--- config.mk ---
export PLATFORM = sky130hd
export DESIGN_NAME = mrp_queue
export DESIGN_NICKNAME = d
export VERILOG_FILES = /design/src/design/modbus_rtu_response_parser_defines.svh /design/src/design/mrp_pkg.sv /design/src/design/mrp_queue.sv
export SDC_FILE = /design/constraint.sdc
export NUM_CORES = 1
export LEC_CHECK = 0
export ABC_AREA = 1
export BUFFER_PORTS_ARGS = -buffer_cell sky130_fd_sc_hd__buf_2
export CAP_MARGIN = 5
export CORE_UTILIZATION = 47
export DETAILED_ROUTE_END_ITERATION = 8
export GPL_TIMING_DRIVEN = 0
export PLACE_DENSITY = 0.86
export SETUP_SLACK_MARGIN = 0.5
export SLEW_MARGIN = 10
export SYNTH_ARGS = -nofsm -noshare
export SYNTH_HDL_FRONTEND = slang
export SYNTH_SLANG_ARGS = --single-unit
--- constraint.sdc ---
create_clock -name clk_i -period 3.5 [get_ports clk_i]
set_input_delay 0.525 -clock clk_i [delete_from_list [all_inputs] [get_ports clk_i]]
set_output_delay 0.525 -clock clk_i [all_outputs]
set_load 0.005 [all_outputs]
--- src/design/modbus_rtu_response_parser_defines.svh ---
// assertion macros for the modbus rtu response parser
`ifndef MODBUS_RTU_RESPONSE_PARSER_DEFINES_SVH
`define MODBUS_RTU_RESPONSE_PARSER_DEFINES_SVH

// same-cycle implication, checked on clk_i while out of reset
`define MRP_ASSERT_NOW(lbl, ante, cons, msg) \
  lbl: assert property (@(posedge clk_i) disable iff (!rst_ni) (ante) |-> (cons)) \
    else $error(msg);

// next-cycle implication, checked on clk_i while out of reset
`define MRP_ASSERT_NEXT(lbl, ante, cons, msg) \
  lbl: assert property (@(posedge clk_i) disable iff (!rst_ni) (ante) |=> (cons)) \
    else $error(msg);

`endif

--- src/design/mrp_pkg.sv ---
// shared types, constants and crc helper for the modbus rtu response parser
`timescale 1ns / 1ps
package mrp_pkg;

  localparam int MIRROR_DEPTH_DEF = 256;
  localparam int MAX_FRAME_DEF    = 256;

  localparam logic [15:0] CRC_INIT = 16'hFFFF;
  localparam logic [15:0] CRC_POLY = 16'hA001;

  localparam logic [7:0] FC_READ_HOLD  = 8'h03;
  localparam logic [7:0] FC_READ_INPUT = 8'h04;
  localparam logic [7:0] FC_WRITE_ONE  = 8'h06;
  localparam logic [7:0] FC_WRITE_MANY = 8'h10;

  // frame status codes
  localparam logic [2:0] ST_OK        = 3'd0;
  localparam logic [2:0] ST_SHORT     = 3'd1;
  localparam logic [2:0] ST_UNKNOWN   = 3'd2;
  localparam logic [2:0] ST_CRC       = 3'd3;
  localparam logic [2:0] ST_NO_REQ    = 3'd4;
  localparam logic [2:0] ST_COUNT     = 3'd5;
  localparam logic [2:0] ST_RANGE     = 3'd6;

  localparam int IN_TDATA_W  = 64;
  localparam int OUT_TDATA_W = 40;

  typedef enum logic [1:0] {
    OP_BYTE   = 2'd0,
    OP_PEND   = 2'd1,
    OP_RDIN   = 2'd2,
    OP_RDHOLD = 2'd3
  } op_e;

  // one classified request between front and back
  typedef struct packed {
    op_e         op;
    logic        last;
    logic [7:0]  rx_byte;
    logic [7:0]  pfc;
    logic [15:0] pstart;
    logic [15:0] pcount;
    logic [15:0] qaddr;
    logic        in_range;
  } cmd_t;

  // one byte of crc-16/modbus, lsb first
  function automatic logic [15:0] crc_byte(input logic [15:0] c, input logic [7:0] b);
    logic [15:0] r;
    r = c ^ {8'h00, b};
    for (int k = 0; k < 8; k++) begin
      r = r[0] ? ((r >> 1) ^ CRC_POLY) : (r >> 1);
    end
    return r;
  endfunction

endpackage

--- src/design/mrp_queue.sv ---
// two-entry command queue between front and back
`timescale 1ns / 1ps
module mrp_queue (
  input  logic          clk_i,
  input  logic          rst_ni,
  input  logic          push_i,
  input  mrp_pkg::cmd_t cmd_i,
  output logic          full_o,
  input  logic          pop_i,
  output mrp_pkg::cmd_t head_o,
  output logic          empty_o
);
  import mrp_pkg::*;

  cmd_t       ent_q [2];
  logic       wp_q, rp_q;
  logic [1:0] cnt_q;

  assign full_o  = cnt_q == 2'd2;
  assign empty_o = cnt_q == 2'd0;
  assign head_o  = ent_q[rp_q];

  // pointers and fill level
  always_ff @(posedge clk_i or negedge rst_ni) begin
    if (!rst_ni) begin
      wp_q  <= 1'b0;
      rp_q  <= 1'b0;
      cnt_q <= 2'd0;
    end else begin
      if (push_i) wp_q <= ~wp_q;
      if (pop_i) rp_q <= ~rp_q;
      cnt_q <= cnt_q + 2'(push_i) - 2'(pop_i);
    end
  end

  // entry storage
  always_ff @(posedge clk_i) begin
    if (push_i) ent_q[wp_q] <= cmd_i;
  end

endmodule

==> impl_metrics.toml <==
[logic_synthesis]
synth_mux_area_share_pct = 0
yosysWarnings = 0
syn_area_um2 = 5300
synth_compound_area_share_pct = 7.13
synth_cells = 380
synth-xor-area-share_pct = 0.331
yosysTopAreaCellShare_pct = 77.1
ys_seq_area_share_pct = 79.0
avgSynthCellArea_um2 = 13.9
synth_nets = 454
synth-simple-area-share_pct = 5.55
synth.distinct_cells = 14
netlist_top_cells_area = "edfxtp_1 (77%), inv_1 (5.3%), nand2_1 (5.2%), o21ai_1 (4.9%), dfrtp_1 (1.9%)"
synth_largest_area_cell = "edfxtp_1"
synth_top_family_by_area = "buffers and inverters"
synth-adder-area-share_pct = 0.472
ys_seq_elements = 140

[flow_run]
maxCapViolations = 0

[grt]
grt_pass1_vias = 3361
grt_overflow = 0
grt_max_degree = 37
antenna_found_initial = 0
grt_pass1_wl_mm = 15.3
track_usage_pct = 17.6

[sta]
min_period_over_period_pct = 59.6
max_freq_mhz = 480
slew_headroom_pct = 68.6
rsz0062_at_grt = "false"
setup-violations-final = 0
maxSlewViolCount = 0
setup_ws_ps = 1410
final.setup_skew_ps = 11.7
tightest_slew_ps = 471
hold_violations = 0
finalCriticalPeriod_ps = 2090

[worst_setup_path]
r2r_end = "ent_q[1][57]$_DFFE_PP_"
crit_arrival_ps = 1560
critPathLaunchType = "register"
cp-end-kind = "output pin"
path_class = "register to output pin"
rr_worst_depth = 3
required_ps = 2970
reg2reg_from = "wp_q$_DFFE_PN0P_"
critPathLaunch = "rp_q$_DFFE_PN0P_"
worstPathMaxFanout = 10
reg2reg_slack_ps = 1980

[final_layout]
final_net_count = 618
fin_cells = 696
diodes = 0
fin_area_um2 = 6830
fin_util_pct = 62.7
drive_gt1_share_pct = 35.6
syn_to_final_growth_pct = 28.9

[clock_tree]
ctsHtreeMaxLevel = 4
clock_latency_ps = 510
clock-sinks = 140
clk_path_buf_depth = 2
cts.clk_slew.worst_paths_ps = 60
cts_tree = "built"
cts-root-buf = "clkbuf_8"
cts_buffers = 17

[power]
p_leak_nw = 2.97
cellPowerDensity_nw_per_um2 = 821
irDropWorstVdd_mv = 0.562

[worst_hold_path]
whs_endpoint = "ent_q[1][2]$_DFFE_PP_"
hold_class = "input pin to register"
min_delay_path_depth = 1
min_from = "cmd_i[2]"

[place]
place_congestion = 0.709
dpl-instance-area_um2 = 6250
dp.cells = 664
port_buffers = 141
place_ws_ps = 1760
hpwl_mm = 6.92

[drt]
wire_per_inst_um = 14.1
routed_via_density = 4.74
first_pass_iters = 4
drtIter0Drc = 127
drc = 0
ant_nets = 0
totalWireLength_mm = 9.79
vias = 3302

[status]
status = "complete, no violations"

[floorplanning]
core_um2 = 10900
die_w_um = 108
num_rows = 38
start_util_pct = 48.7
ios = 142
die_h_um = 108
die_area_um2 = 11700
[layout make-up]
cell class / instances / area, um^2
Buffer: 15 / 118
Fill cell: 803 / 4060
Tap cell: 140 / 175
Inverter: 75 / 284
Clock buffer: 18 / 418
Multi-Input combinational cell: 150 / 722
Timing Repair Buffer: 145 / 776
Sequential cell: 140 / 4180
Clock inverter: 13 / 151
[what timing repair did]
| action | in CTS | in global routing |
|---|---|---|
| hold buffers | 1 | 0 |
| buffers inserted | 0 | 0 |
| endpoints found under the hold margin | 4 | 0 |
| resized for setup | 0 | 0 |
[cell families (layout without fill, tap and decap cells)]
logic type / after synthesis / count (layout)
xor gates and xnor gates: 2 / 2
adders and majority gates: 2 / 2
AOI/OAI and AO/OA: 68 / 68
buffers and inverters: 90 / 266
DFF: 140 / 140
and+or+nand+nor: 78 / 78
[registers in the layout, summed over array words and instances, names as in the netlist]
name / cells
ent_q: 136
rp_q: 1
wp_q: 1
cnt_q: 2
[cell usage in the layout, fill, tap and decap left out]
master | netlist | final
o21ai_1 | 52 | 52
o21ai_0 | 6 | 6
clkinv_4 | 0 | 2
clkinv_1 | 0 | 3
nand2_1 | 74 | 74
nor2_4 | 0 | 1
buf_2 | 4 | 145
inv_1 | 75 | 74
nand3_1 | 1 | 1
o21ai_2 | 10 | 10
ha_1 | 2 | 2
bufinv_16 | 0 | 3
xor2_1 | 2 | 2
dfrtp_1 | 4 | 4
edfxtp_1 | 136 | 136
clkinvlp_4 | 0 | 3
buf_12 | 0 | 3
dlygate4sd3_1 | 0 | 1
clkinv_2 | 0 | 2
nor2_1 | 3 | 2
clkbuf_1 | 0 | 1
buf_6 | 4 | 4
clkbuf_16 | 0 | 16
inv_4 | 0 | 1
buf_4 | 7 | 7
clkbuf_8 | 0 | 1
[worst max-delay path, cell delays in order (launching register included)]
cell,delay [ps]
dfrtp_1,380
buf_6,150
buf_2,180
o21ai_1,190
buf_2,150
[routing by layer]
metal / share of wire (%) / track usage, % / vias to the layer above
li1: - / - / 1606
met2: 51 / 30.1 / 115
met3: 6.6 / 5.73 / 18
met4: 1.7 / 8.61 / 0
met5: 0 / 0 / -
met1: 41 / 19.7 / 1563
[through the flow]
stage,total power (W),setup TNS (ps),hold slack [ps]
finish,0.00560,0,199
global route,0.00593,0,182
CTS,0.00568,0,179
detailed placement,0.00396,0,338
global placement,0.00388,-15580,334
floorplan,0.00323,0,229
[synthesized netlist by cell type]
library cell / number
edfxtp_1: 136
inv_1: 75
nand2_1: 74
o21ai_1: 52
o21ai_2: 10
buf_4: 7
o21ai_0: 6
buf_2: 4
buf_6: 4
dfrtp_1: 4
nor2_1: 3
ha_1: 2
xor2_1: 2
nand3_1: 1
[report_power, final]
| group | leakage [nW] | switching (W) | internal (W) |
|---|---|---|---|
| logic | 1.37 | 0.000936 | 0.000658 |
| clock network | 0.269 | 0.000631 | 0.00107 |
| registers | 1.32 | 0.0000841 | 0.00223 |
[how the worst max path moves through the flow]
stage / to / slack [ps] / depth (start not counted)
2_1_floorplan: ent_q[0][0]$_DFFE_PP_ / 770 / 2
5_1_grt: head_o[59] / 1340 / 4
4_1_cts: head_o[53] / 1400 / 4
3_5_place_dp: ent_q[1][27]$_DFFE_PP_ / 1760 / 4
3_3_place_gp: ent_q[0][30]$_DFFE_PP_ / -230 / 3
6_report: head_o[9] / 1410 / 4
Power figures use the tool's default switching activity.
